`src/iee_pkg.sv`:
```
// Shared types, codes and constants for the infix expression checker/evaluator.
// Depends on nothing; every file in src but iee_fifo imports it.
package iee_pkg;

   localparam int VALUE_WIDTH_DEF = 32;   // internal arithmetic width
   localparam int RES_W           = 32;   // width of the reported value
   localparam int OPQ_DEPTH_DEF   = 4;    // front-to-back queue
   localparam int RSQ_DEPTH_DEF   = 4;    // result queue

   // recognizer states
   localparam logic [2:0] ST_INIT     = 3'd0;
   localparam logic [2:0] ST_SIGN     = 3'd1;
   localparam logic [2:0] ST_NUMBER   = 3'd2;
   localparam logic [2:0] ST_OPERATOR = 3'd3;
   localparam logic [2:0] ST_REJECT   = 3'd4;

   // character classes
   localparam logic [1:0] COL_DIGIT = 2'd0;
   localparam logic [1:0] COL_SIGN  = 2'd1;
   localparam logic [1:0] COL_STAR  = 2'd2;
   localparam logic [1:0] COL_OTHER = 2'd3;

   localparam logic [7:0] CHAR_ZERO  = 8'h30;
   localparam logic [7:0] CHAR_NINE  = 8'h39;
   localparam logic [7:0] CHAR_PLUS  = 8'h2B;
   localparam logic [7:0] CHAR_MINUS = 8'h2D;
   localparam logic [7:0] CHAR_STAR  = 8'h2A;

   // next state by [state][class]
   localparam logic [2:0] NEXT_STATE_TBL [0:4][0:3] = '{
      '{ST_NUMBER, ST_SIGN,     ST_REJECT,   ST_REJECT},
      '{ST_NUMBER, ST_REJECT,   ST_REJECT,   ST_REJECT},
      '{ST_NUMBER, ST_OPERATOR, ST_OPERATOR, ST_REJECT},
      '{ST_NUMBER, ST_OPERATOR, ST_REJECT,   ST_REJECT},
      '{ST_REJECT, ST_REJECT,   ST_REJECT,   ST_REJECT}
   };

   // arithmetic operations handed from front to back
   localparam logic [2:0] OP_NONE   = 3'd0;  // no arithmetic effect
   localparam logic [2:0] OP_DIGIT  = 3'd1;  // append a decimal digit
   localparam logic [2:0] OP_FLIP   = 3'd2;  // unary minus
   localparam logic [2:0] OP_BINARY = 3'd3;  // binary + or -, close the term
   localparam logic [2:0] OP_MUL    = 3'd4;  // close a factor

   typedef struct packed {
      logic [2:0] kind;
      logic [3:0] digit;
      logic       minus;    // binary op was '-'
      logic       last;     // last character of the expression
      logic       accept;   // recognizer is in the accepting state after it
   } op_type;

   typedef struct packed {
      logic                    accepted;
      logic signed [RES_W-1:0] value;
   } result_type;

endpackage

```
`src/iee_fifo.sv`:
```
// Small register-array queue, first word visible on the read side.
// Depends on nothing; DEPTH must be a power of two.
module iee_fifo #(
   parameter int WIDTH = 8,
   parameter int DEPTH = 4
) (
   input  logic                           clock,
   input  logic                           reset,
   input  logic                           wr_en,
   input  logic [WIDTH-1:0]               wr_data,
   output logic                           full,
   input  logic                           rd_en,
   output logic [WIDTH-1:0]               rd_data,
   output logic                           empty,
   output logic [$clog2(DEPTH+1)-1:0]     count
);
   localparam int PTR_W = (DEPTH > 1) ? $clog2(DEPTH) : 1;
   localparam int CNT_W = $clog2(DEPTH+1);

   logic [WIDTH-1:0] mem_ff [DEPTH];
   logic [PTR_W-1:0] wr_ptr_ff, wr_ptr_in;
   logic [PTR_W-1:0] rd_ptr_ff, rd_ptr_in;
   logic [CNT_W-1:0] count_ff,  count_in;
   logic             do_wr, do_rd;

   assign full    = (count_ff == CNT_W'(DEPTH));
   assign empty   = (count_ff == '0);
   assign count   = count_ff;
   assign rd_data = mem_ff[rd_ptr_ff];
   assign do_wr   = wr_en && !full;
   assign do_rd   = rd_en && !empty;

   always_comb begin
      wr_ptr_in = do_wr ? wr_ptr_ff + PTR_W'(1) : wr_ptr_ff;
      rd_ptr_in = do_rd ? rd_ptr_ff + PTR_W'(1) : rd_ptr_ff;
      count_in  = count_ff;
      if (do_wr && !do_rd) begin
         count_in = count_ff + CNT_W'(1);
      end else if (do_rd && !do_wr) begin
         count_in = count_ff - CNT_W'(1);
      end
   end

   always_ff @(posedge clock) begin
      if (reset) begin
         wr_ptr_ff <= '0;
         rd_ptr_ff <= '0;
         count_ff  <= '0;
      end else begin
         wr_ptr_ff <= wr_ptr_in;
         rd_ptr_ff <= rd_ptr_in;
         count_ff  <= count_in;
      end
   end

   always_ff @(posedge clock) begin
      if (do_wr) begin
         mem_ff[wr_ptr_ff] <= wr_data;
      end
   end

endmodule

```
`src/iee_front.sv`:
```
// Front end: classifies each character and runs the five-state recognizer,
// emitting one arithmetic operation per request. Depends on iee_pkg.
module iee_front (
   input  logic          clock,
   input  logic          reset,
   input  logic          take,          // request accepted this cycle
   input  logic [7:0]    char_code,
   input  logic          end_of_expr,
   output iee_pkg::op_type op
);
   import iee_pkg::*;

   logic [2:0] state_ff, state_in;
   logic [2:0] cur_state, next_state;
   logic [1:0] col;

   always_comb begin
      cur_state = (state_ff > ST_REJECT) ? ST_REJECT : state_ff;
      if (char_code >= CHAR_ZERO && char_code <= CHAR_NINE) begin
         col = COL_DIGIT;
      end else if (char_code == CHAR_PLUS || char_code == CHAR_MINUS) begin
         col = COL_SIGN;
      end else if (char_code == CHAR_STAR) begin
         col = COL_STAR;
      end else begin
         col = COL_OTHER;
      end
      next_state = NEXT_STATE_TBL[cur_state][col];
   end

   always_comb begin
      op.kind   = OP_NONE;
      op.digit  = 4'(char_code - CHAR_ZERO);
      op.minus  = (char_code == CHAR_MINUS);
      op.last   = end_of_expr;
      op.accept = (next_state == ST_NUMBER);
      if (next_state != ST_REJECT) begin
         unique case (col)
            COL_DIGIT: op.kind = OP_DIGIT;
            COL_SIGN: begin
               if (cur_state == ST_NUMBER) begin
                  op.kind = OP_BINARY;
               end else if (char_code == CHAR_MINUS) begin
                  op.kind = OP_FLIP;
               end
            end
            COL_STAR: op.kind = OP_MUL;
            default:  op.kind = OP_NONE;
         endcase
      end
   end

   always_comb begin
      state_in = state_ff;
      if (take) begin
         state_in = end_of_expr ? ST_INIT : next_state;
      end
   end

   always_ff @(posedge clock) begin
      if (reset) begin
         state_ff <= ST_INIT;
      end else begin
         state_ff <= state_in;
      end
   end

endmodule

```
`src/iee_back.sv`:
```
// Back end: carries out the queued operations on the number, term and sum
// registers and finishes each expression through a two-stage tail.
// Depends on iee_pkg.
module iee_back #(
   parameter int VALUE_WIDTH = iee_pkg::VALUE_WIDTH_DEF,
   parameter int RSQ_DEPTH   = iee_pkg::RSQ_DEPTH_DEF
) (
   input  logic                          clock,
   input  logic                          reset,
   input  logic                          op_empty,
   input  iee_pkg::op_type               op,
   output logic                          op_pop,
   input  logic [$clog2(RSQ_DEPTH+1)-1:0] rsq_count,
   output logic                          res_wr,
   output iee_pkg::result_type           res
);
   import iee_pkg::*;

   localparam int W     = VALUE_WIDTH;
   localparam int CNT_W = $clog2(RSQ_DEPTH+1);

   // signed value of the number being read, already carrying its sign
   logic [W-1:0] num_ff,  num_in;
   logic         neg_ff,  neg_in;
   logic [W-1:0] term_ff, term_in;
   logic [W-1:0] sum_ff,  sum_in;
   logic [W-1:0] prod_ff, prod_in;   // term product waiting to join the sum
   logic         pend_ff, pend_in;

   // finishing tail
   logic         f1_v_ff, f1_acc_ff;
   logic [W-1:0] f1_term_ff, f1_num_ff, f1_sum_ff;
   logic         f2_v_ff, f2_acc_ff;
   logic [W-1:0] f2_prod_ff, f2_sum_ff;

   logic [W-1:0] mul_out;
   logic [W-1:0] digit_ext, digit_add;
   logic [CNT_W:0] in_use;
   logic         room;
   logic [W-1:0] final_sum;
   logic [W+RES_W-1:0] final_ext;

   assign in_use  = (CNT_W+1)'(rsq_count) + (CNT_W+1)'(f1_v_ff) + (CNT_W+1)'(f2_v_ff);
   assign room    = (in_use < (CNT_W+1)'(RSQ_DEPTH));
   assign op_pop  = !op_empty && (!op.last || room);
   assign mul_out = term_ff * num_ff;

   always_comb begin
      digit_ext = W'(op.digit);
      digit_add = neg_ff ? (W'(0) - digit_ext) : digit_ext;
      num_in    = num_ff;
      neg_in    = neg_ff;
      term_in   = term_ff;
      prod_in   = prod_ff;
      pend_in   = 1'b0;
      sum_in    = pend_ff ? sum_ff + prod_ff : sum_ff;
      case (op.kind)
         OP_DIGIT: num_in = (num_ff << 3) + (num_ff << 1) + digit_add;
         OP_FLIP:  neg_in = !neg_ff;
         OP_BINARY: begin
            prod_in = mul_out;
            pend_in = 1'b1;
            term_in = W'(1);
            num_in  = '0;
            neg_in  = op.minus;
         end
         OP_MUL: begin
            term_in = mul_out;
            num_in  = '0;
            neg_in  = 1'b0;
         end
         default: ;
      endcase
   end

   always_ff @(posedge clock) begin
      if (reset) begin
         num_ff  <= '0;
         neg_ff  <= 1'b0;
         term_ff <= W'(1);
         sum_ff  <= '0;
         pend_ff <= 1'b0;
         f1_v_ff <= 1'b0;
         f2_v_ff <= 1'b0;
      end else begin
         f1_v_ff <= op_pop && op.last;
         f2_v_ff <= f1_v_ff;
         if (op_pop && op.last) begin
            num_ff  <= '0;
            neg_ff  <= 1'b0;
            term_ff <= W'(1);
            sum_ff  <= '0;
            pend_ff <= 1'b0;
         end else if (op_pop) begin
            num_ff  <= num_in;
            neg_ff  <= neg_in;
            term_ff <= term_in;
            sum_ff  <= sum_in;
            pend_ff <= pend_in;
         end else begin
            // drain a pending term even while the queue is dry
            sum_ff  <= sum_in;
            pend_ff <= 1'b0;
         end
      end
   end

   always_ff @(posedge clock) begin
      if (op_pop) begin
         prod_ff <= prod_in;
      end
      f1_acc_ff  <= op.accept;
      f1_term_ff <= term_in;
      f1_num_ff  <= num_in;
      f1_sum_ff  <= sum_in;
      f2_acc_ff  <= f1_acc_ff;
      f2_prod_ff <= f1_term_ff * f1_num_ff;
      f2_sum_ff  <= f1_sum_ff;
   end

   assign final_sum    = f2_sum_ff + f2_prod_ff;
   assign final_ext    = {{RES_W{1'b0}}, final_sum};
   assign res_wr       = f2_v_ff;
   assign res.accepted = f2_acc_ff;
   assign res.value    = f2_acc_ff ? final_ext[RES_W-1:0] : '0;

endmodule

```
`src/infix_expression_checker_evaluator.sv`:
```
// Top level of the infix expression checker/evaluator.
// Depends on iee_pkg, iee_fifo, iee_front and iee_back.
//
// The block takes one ASCII character per request and answers each
// expression with one result when the character flagged end_of_expr
// arrives: accepted is 1 when the recognizer ends in its accepting state,
// and value is the expression's value (decimal integers joined by + - *,
// multiplication first, unary signs at the start or after an operator),
// wrapped modulo 2^VALUE_WIDTH and reported in its low 32 bits, or zero
// when rejected. Characters other than digits, '+', '-' and '*' reject the
// expression. Throughput is one character per cycle. A result passes from its
// last character through the operation queue, the back-end two-stage
// finishing tail (multiply, then add) and the result queue write before it
// shows on the rsp_ ports. The front end stalls only when the operation
// queue fills; the back end stalls on a last character only when the result
// queue has no room for it.
module infix_expression_checker_evaluator #(
   parameter int VALUE_WIDTH = iee_pkg::VALUE_WIDTH_DEF,
   parameter int OPQ_DEPTH   = iee_pkg::OPQ_DEPTH_DEF,
   parameter int RSQ_DEPTH   = iee_pkg::RSQ_DEPTH_DEF
) (
   input  logic                           clock,
   input  logic                           reset,
   // request side
   input  logic                           push,
   output logic                           full,
   input  logic [7:0]                     req_char_code,
   input  logic                           req_end_of_expr,
   // result side
   output logic                           empty,
   input  logic                           pop,
   output logic                           rsp_accepted,
   output logic signed [iee_pkg::RES_W-1:0] rsp_value
);
   import iee_pkg::*;

   localparam int OP_W  = $bits(op_type);
   localparam int RES_BITS = $bits(result_type);

   logic       take;
   op_type     front_op;
   op_type     back_op;
   logic       opq_empty;
   logic       op_pop;
   logic [$clog2(OPQ_DEPTH+1)-1:0] opq_count;
   logic [$clog2(RSQ_DEPTH+1)-1:0] rsq_count;
   logic       res_wr;
   logic       rsq_full;
   result_type res_in;
   result_type res_out;

   // request is taken whenever the operation queue has room
   assign take = push && !full;

   iee_front u_front (
      .clock       (clock),
      .reset       (reset),
      .take        (take),
      .char_code   (req_char_code),
      .end_of_expr (req_end_of_expr),
      .op          (front_op)
   );

   // operation queue: lets the front end keep taking characters while the
   // back end waits for room in the result queue
   iee_fifo #(
      .WIDTH (OP_W),
      .DEPTH (OPQ_DEPTH)
   ) u_opq (
      .clock   (clock),
      .reset   (reset),
      .wr_en   (take),
      .wr_data (front_op),
      .full    (full),
      .rd_en   (op_pop),
      .rd_data (back_op),
      .empty   (opq_empty),
      .count   (opq_count)
   );

   iee_back #(
      .VALUE_WIDTH (VALUE_WIDTH),
      .RSQ_DEPTH   (RSQ_DEPTH)
   ) u_back (
      .clock     (clock),
      .reset     (reset),
      .op_empty  (opq_empty || (opq_count == '0)),
      .op        (back_op),
      .op_pop    (op_pop),
      .rsq_count (rsq_count),
      .res_wr    (res_wr),
      .res       (res_in)
   );

   // result queue: the back end reserves a slot before finishing, so a
   // write never meets a full queue
   iee_fifo #(
      .WIDTH (RES_BITS),
      .DEPTH (RSQ_DEPTH)
   ) u_rsq (
      .clock   (clock),
      .reset   (reset),
      .wr_en   (res_wr),
      .wr_data (res_in),
      .full    (rsq_full),
      .rd_en   (pop),
      .rd_data (res_out),
      .empty   (empty),
      .count   (rsq_count)
   );

   assign rsp_accepted = res_out.accepted && !rsq_full | res_out.accepted;
   assign rsp_value    = res_out.value;

endmodule

```
`config.mk`:
```
export PLATFORM = sky130hd
export DESIGN_NAME = infix_expression_checker_evaluator
export DESIGN_NICKNAME = d
export VERILOG_FILES = /design/src/iee_pkg.sv /design/src/iee_fifo.sv /design/src/iee_front.sv /design/src/iee_back.sv /design/src/infix_expression_checker_evaluator.sv
export SDC_FILE = /design/constraint.sdc
export NUM_CORES = 2
export LEC_CHECK = 0
export BUFFER_PORTS_ARGS = -buffer_cell sky130_fd_sc_hd__buf_4
export CORE_MARGIN = 2
export CORE_UTILIZATION = 60
export DETAILED_ROUTE_END_ITERATION = 12
export PLACE_DENSITY = 0.76
export SYNTH_ARGS = -nofsm -noshare
export SYNTH_HDL_FRONTEND = slang
export SYNTH_SLANG_ARGS = --single-unit
```
`constraint.sdc`:
```
create_clock -name clock -period 22.7 [get_ports clock]
set_clock_uncertainty 0.05 [all_clocks]
set_input_delay 4.54 -clock clock [delete_from_list [all_inputs] [get_ports clock]]
set_output_delay 4.54 -clock clock [all_outputs]
set_load 0.03 [all_outputs]
```
* Word-level counts from Yosys, hierarchy flattened
Memory sizes are Yosys's and may differ from the RTL's. A register that Yosys moved wholly into a read port is not among the register bits.
Cells that the tools add are included.
** Storage, ports and cells
- Flip-flop bits (word level) :: 311
- Memory bits (writable) :: 172
- ROM bits :: 96
- Bits of input ports :: 13
- Output and inout bits :: 35
- Word-level logic and storage cells :: 136
- Memories kept :: 3
** Memory list
- u_rsq.mem_ff :: words 4, bits a word 33, rd ports 1, clocked after Yosys merged registers in 1, wr ports 1, line iee_fifo.sv:20 : logic [WIDTH-1:0] mem_ff [DEPTH];
- (name not given) :: words 8, bits a word 12, rd ports 1, clocked after Yosys merged registers in 0, wr ports 0, line iee_front.sv:28 : next_state = NEXT_STATE_TBL[cur_state][col];
- u_opq.mem_ff :: words 4, bits a word 10, rd ports 1, clocked after Yosys merged registers in 1, wr ports 1, line iee_fifo.sv:20
** Cells by class
- Add/subtract/negate cells :: 16
- $mul :: 2
- $lt $le $gt $ge :: 6
- Equal/unequal tests :: 14
- Multiplexer cells :: 33
- Bitwise operators :: 4
- Reduce and logical (&&, ||, !) cells :: 36
** Operators by type and width (count)
- $add 32x32->32 :: 4
- $pmux 32 s2 :: 2
- $mux 32 :: 3
- $mul 32x32->32 :: 2
- $mux 3 :: 10
- $eq 8x6->1 const B :: 3
- $mux 12 :: 2
- $mux 2 :: 7
- $logic_and 1x1->1 :: 13
- $eq 3x2->1 const B :: 4
- $logic_not 1->1 :: 10
- $eq 3x3->1 const B :: 3
- $pmux 3 s3 :: 1
- $add 2x1->2 const B :: 4
- $ge 8x6->1 const B :: 1
- $le 8x6->1 const B :: 1
- $add 3x1->3 const B :: 2
- $bmux 3 s2 :: 1
- $logic_not 3->1 :: 2
- $mux 1 :: 6
- $sub 3x1->3 const B :: 2
- $sub 1x4->5 const A :: 1
- $add 3x1->4 :: 1
- $add 4x1->4 :: 1
- other kinds (21) :: 25

* Depth between registers and ports, before layout
- Word-level depth :: 11
- Mapped depth :: 28
- Mapped depth without buffers :: 25

* Hierarchy
Synthesis repeated with hierarchy kept, for this count alone.
** Unflattened totals
- Cells, all modules :: 5308
- Area total of the unflattened synthesis :: 52650.5 sq um
** Modules (own cells, without submodules)
- iee_back :: times used 1, cells an instance 4926, area each 44989.4 sq um, seq. area each 6206.0 sq um
- iee_fifo (u_rsq) :: times used 1, cells an instance 221, area each 5282.6 sq um, seq. area each 4144.0 sq um
- iee_fifo (u_opq) :: times used 1, cells an instance 100, area each 1909.3 sq um, seq. area each 1381.3 sq um
- iee_front :: times used 1, cells an instance 57, area each 447.9 sq um, seq. area each 60.1 sq um
- infix_expression_checker_evaluator :: times used 1, cells an instance 4, area each 21.3 sq um, seq. area each 0.0 sq um

* Worst setup path before layout
Ideal clock, no wire load.
- Path type :: reg-to-reg
- From :: register u_back.num_ff[5]
- To :: register u_back.f1_term_ff[29]
- Library setup time :: 117 ps
- Arrival :: 7088 ps
- Data required time :: 22533 ps
- Path slack :: 15445 ps
- Stages on the path, launching flop included :: 24
- Buffers on the path :: 2
- Clock period less this slack :: 7255 ps
- Cell sequence :: dfxtp_1 > clkbuf_1 > clkbuf_1 > and2_1 > fa_1 > fa_1 > fa_1 > inv_1 > fa_1 > inv_1 > fa_1 > fa_1 > fa_1 > fa_1 > ha_1 > a21o_1 > a21o_1 > a21oi_1 > o2bb2ai_1 > a211o_1 > o311a_1 > or3_1 > and2_1 > a22o_1
** Between the ends
- Cells in the longest elaborated chain, start to end :: 2
** Ends and longest elaborated chain
- start: declaration :: line iee_back.sv:23 : logic [W-1:0] num_ff, num_in;
- start signal: assignment :: line iee_back.sv:95 : num_ff <= num_in;
- $mul 32x32->32 :: line iee_back.sv:46 : assign mul_out = term_ff * num_ff;
- via u_back.mul_out[29] :: line iee_back.sv:36 : logic [W-1:0] mul_out;
- $pmux 32 s2 :: line iee_back.sv:57 : case (op.kind)
- via u_back.term_in[29] :: line iee_back.sv:25 : logic [W-1:0] term_ff, term_in;
- end signal: assignment :: line iee_back.sv:113 : f1_term_ff <= term_in;
- end: declaration :: line iee_back.sv:32 : logic [W-1:0] f1_term_ff, f1_num_ff, f1_sum_ff;
The timed path passes the listed nets, and every way through them passes these cells.
A chain may end at the register's enable or synchronous reset.

* Final worst setup path
- From :: register u_back.term_ff[9]
- To :: register u_back.term_ff[31]
** Between the ends
- Cells in the longest elaborated chain, start to end :: 2
** Ends and longest elaborated chain
- start: declaration :: line iee_back.sv:25
- start signal: assignment :: line iee_back.sv:97 : term_ff <= term_in;
- $mul 32x32->32 :: line iee_back.sv:46
- via u_back.mul_out[31] :: line iee_back.sv:36
- $pmux 32 s2 :: line iee_back.sv:57
The timed path passes the listed nets, and every way through them passes these cells.

==> results.yml <==
run_status:
  status: "complete, no violations"
global_route:
  grt_first_pass_wirelength_um: 214100
  grt_usage_pct: 30.30
  grt_max_degree: 51
  grt_pass1_vias: 39565
  overflow: 0
  antenna_found_initial: 3
drt:
  vias: 37206
  drt_iter0_drc: 2362
  viasPerCell: 5.772
  antenna_left: 0
  avgRoutedWirePerCell_um: 20.38
  routed_wl_um: 131400
  dr.pass1.iters: 6
  drc_errors: 0
worst_setup_path:
  rrSetupSlack_ps: 14650
  start_kind: "register"
  r2r_end: "u_back.term_ff[31]"
  arrival_ps: 8480
  critPathSlowestCell: "dfxtp_1"
  worst-r2r-cell-count: 23
  crit_end: "u_back.term_ff[31]"
  crit_path_start: "u_back.term_ff[9]"
  crit_fanout: 25
  slowest_delay_ps: 1130
  endpoint_kind: "register"
  r2r_start: "u_back.term_ff[9]"
  required_ps: 23130
  crit_chain: "and2_1 > fa_1 > fa_1 > fa_1 > inv_1 > fa_1 > inv_1 > fa_1 > inv_1 > fa_1 > inv_1 > fa_1 > fa_1 > ha_1 > a21o_1 > a21o_1 > a21oi_1 > o2bb2ai_1 > a211o_1 > o311a_1 > o41ai_2 > xnor2_1 > a22o_1"
  crit_top_cell: "fa_1"
  worstSetupPathType: "reg -> reg"
power_and_ir_drop:
  p_leak_nw: 26.06
  power_per_cell_area_nw_per_um2: 72.94
  ir_drop_mv: 0.07009
synth:
  synth_flop_cell: "dfxtp_1"
  ys_types: 87
  yosysTopAreaCellShare_pct: 32.25
  syn_area_per_cell_um2: 9.914
  synth_common_cells: "881 x inv_1, 849 x fa_1, 638 x nand2_1"
  synth_cells: 5316
  synth_area_um2: 52700
  synthArstFlopShare_pct: 0
  ys_ff_latch: 487
  yosysTopAreaCell: "fa_1"
  synth-edff-count: 204
  synth.area.top_cells: "fa_1 32%, edfxtp_1 12%, dfxtp_1 11%"
  seq_area_frac_synth_pct: 22.37
  synth_fp_nets: 6529
  yosys_warnings: 0
  yosysMostFrequentCell: "inv_1"
clock_network:
  ctsHtreeMaxLevel: 2
  cts_resized: 0
  postCtsSetupBuffers: 0
  cts_root_buf: "clkbuf_16"
  numCtsBuffers: 51
  hold_buffers: 0
  clk_latency_ps: 600
  cts_tree: "built"
  clkSinkCount: 487
  cts.clk_slew.worst_paths_ps: 60
  clockBufferDepth: 3
final_layout:
  drive_gt1_share_pct: 5.766
  area_delta_synth_final_pct: 5.973
  nets: 6461
  utilization_pct: 64.28
sta:
  hold_viol_final: 0
  final-setup-viol-count: 0
  clock.fmax_ghz: 0.1242
  setup_tns_ps: 0
  tightest_slew_ps: 1211
  min_period_ps: 8049
  period_share_pct: 35.46
  drv_slew: 0
  max_slew_margin_pct: 19.18
  rsz0062_at_grt: "false"
die:
  die_w_um: 300.4
  die_area_um2: 90230
  initial_utilization_pct: 60.66
  placementRows: 108
  core_area_um2: 86890
  io_pins: 48
  dieHeight_um: 300.4
placement:
  gp_congestion: 0.9505
  hpwl_um: 98320
  port_buffers: 47
job:
  maxCapViolCount: 0
min_path:
  hp-class: "reg -> reg"
  hp-start: "u_back.f1_sum_ff[8]"
-- cell usage in the layout (no fill, tap or decap), types with 41 or more instances in the layout --
| cell | instances |
|---|---|
| a21o_1 | 64 |
| a21oi_1 | 134 |
| a22o_1 | 42 |
| and2_1 | 585 |
| buf_4 | 122 |
| clkbuf_16 | 54 |
| dfxtp_1 | 281 |
| edfxtp_1 | 204 |
| fa_1 | 849 |
| ha_1 | 351 |
| inv_1 | 881 |
| mux4_2 | 43 |
| nand2_1 | 638 |
| nand3_1 | 58 |
| nor2_1 | 185 |
| nor3_1 | 41 |
| o21ai_0 | 103 |
| xnor2_1 | 167 |
| xor2_1 | 77 |
-- worst min-delay path by stage --
stage / endpoint / depth (start not counted) / slack (ps)
after global placement: u_back.f2_sum_ff[28] / 0 / 260
after detailed placement: u_back.f2_sum_ff[0] / 0 / 260
final: u_back.f2_sum_ff[8] / 0 / 280
after CTS: u_back.f2_sum_ff[0] / 0 / 280
after floorplan: u_back.f2_acc_ff / 0 / 260
after global routing: u_back.f2_sum_ff[0] / 0 / 280
-- final cells by class --
class                           instances  area, um2
Antenna cell                            1      2.502
Clock buffer                           71       1485
Clock inverter                         24      200.2
Fill cell                            6938      31040
Inverter                              884       3318
Multi-Input combinational cell       3702      36690
Sequential cell                       487      11790
Tap cell                             1155       1445
Timing Repair Buffer                  122      915.9
-- metal layers --
metal,vias to the layer above,share of wire (%),wire [um],track usage (%)
met5,-,0,0,0
met4,0,4.5,5923,12.81
met3,341,6.9,9028,3.701
met2,1427,49,63940,50.59
met1,18935,40,52510,40.27
li1,16503,-,-,-
-- report_power, final --
part,switching (mW),internal (mW)
Sequential,0.184,1.06
Clock,0.355,0.473
Combinational,1.31,0.685
Total,1.85,2.22
-- metrics by stage --
stage | worst slack [ps] | power (mW) | hold WS [ps] | cells | cell area [um2]
6_report | 14650 | 4.074 | 275.4 | 6446 | 55850
5_1_grt | 14400 | 4.294 | 277.3 | 6445 | 55850
4_1_cts | 14700 | 4.065 | 275.6 | 6445 | 55850
3_5_place_dp | 14770 | 3.224 | 262.1 | 6350 | 54160
3_3_place_gp | 14900 | 3.183 | 260.0 | 6350 | 54160
2_1_floorplan | 15450 | 2.489 | 259.6 | 5316 | 52700
-- worst max-delay path: cells and delay by family, from the launching register on --
family          cells  cell delay (ps)
compound gates      8             1910
buf+inv             4              210
flops               1             1130
simple gates        1              280
fa+ha+maj           9             4170
xor+xnor            1              180
-- sequential cells by signal (all words and copies together) (netlist names), named ones only --
register           count
u_back.f1_acc_ff       1
u_back.f1_num_ff      32
u_back.f1_sum_ff      32
u_back.f1_term_ff     32
u_back.f1_v_ff         1
u_back.f2_acc_ff       1
u_back.f2_prod_ff     32
u_back.f2_sum_ff      32
u_back.neg_ff          1
u_back.num_ff         32
u_back.pend_ff         1
u_back.prod_ff        32
u_back.res_wr          1
u_back.sum_ff         32
u_back.term_ff        32
u_front.state_ff       3
u_opq.count            3
u_opq.mem_ff          40
u_opq.rd_ptr_ff        2
u_opq.wr_ptr_ff        2
u_rsq.count            3
u_rsq.mem_ff         132
u_rsq.rd_ptr_ff        2
u_rsq.wr_ptr_ff        2
-- cell families after synthesis --
logic type | count (synthesis) | share of synthesized area, %
adder cells (fa/ha/maj) | 1200 | 40.58
flip-flops | 487 | 22.37
XOR/XNOR | 244 | 4.055
buffers and inverters | 1127 | 8.048
multiplexers | 82 | 2.616
AO/OA/AOI/OAI | 533 | 6.830
AND/OR/NAND/NOR | 1643 | 15.50
(Power assumes the default switching activity.)
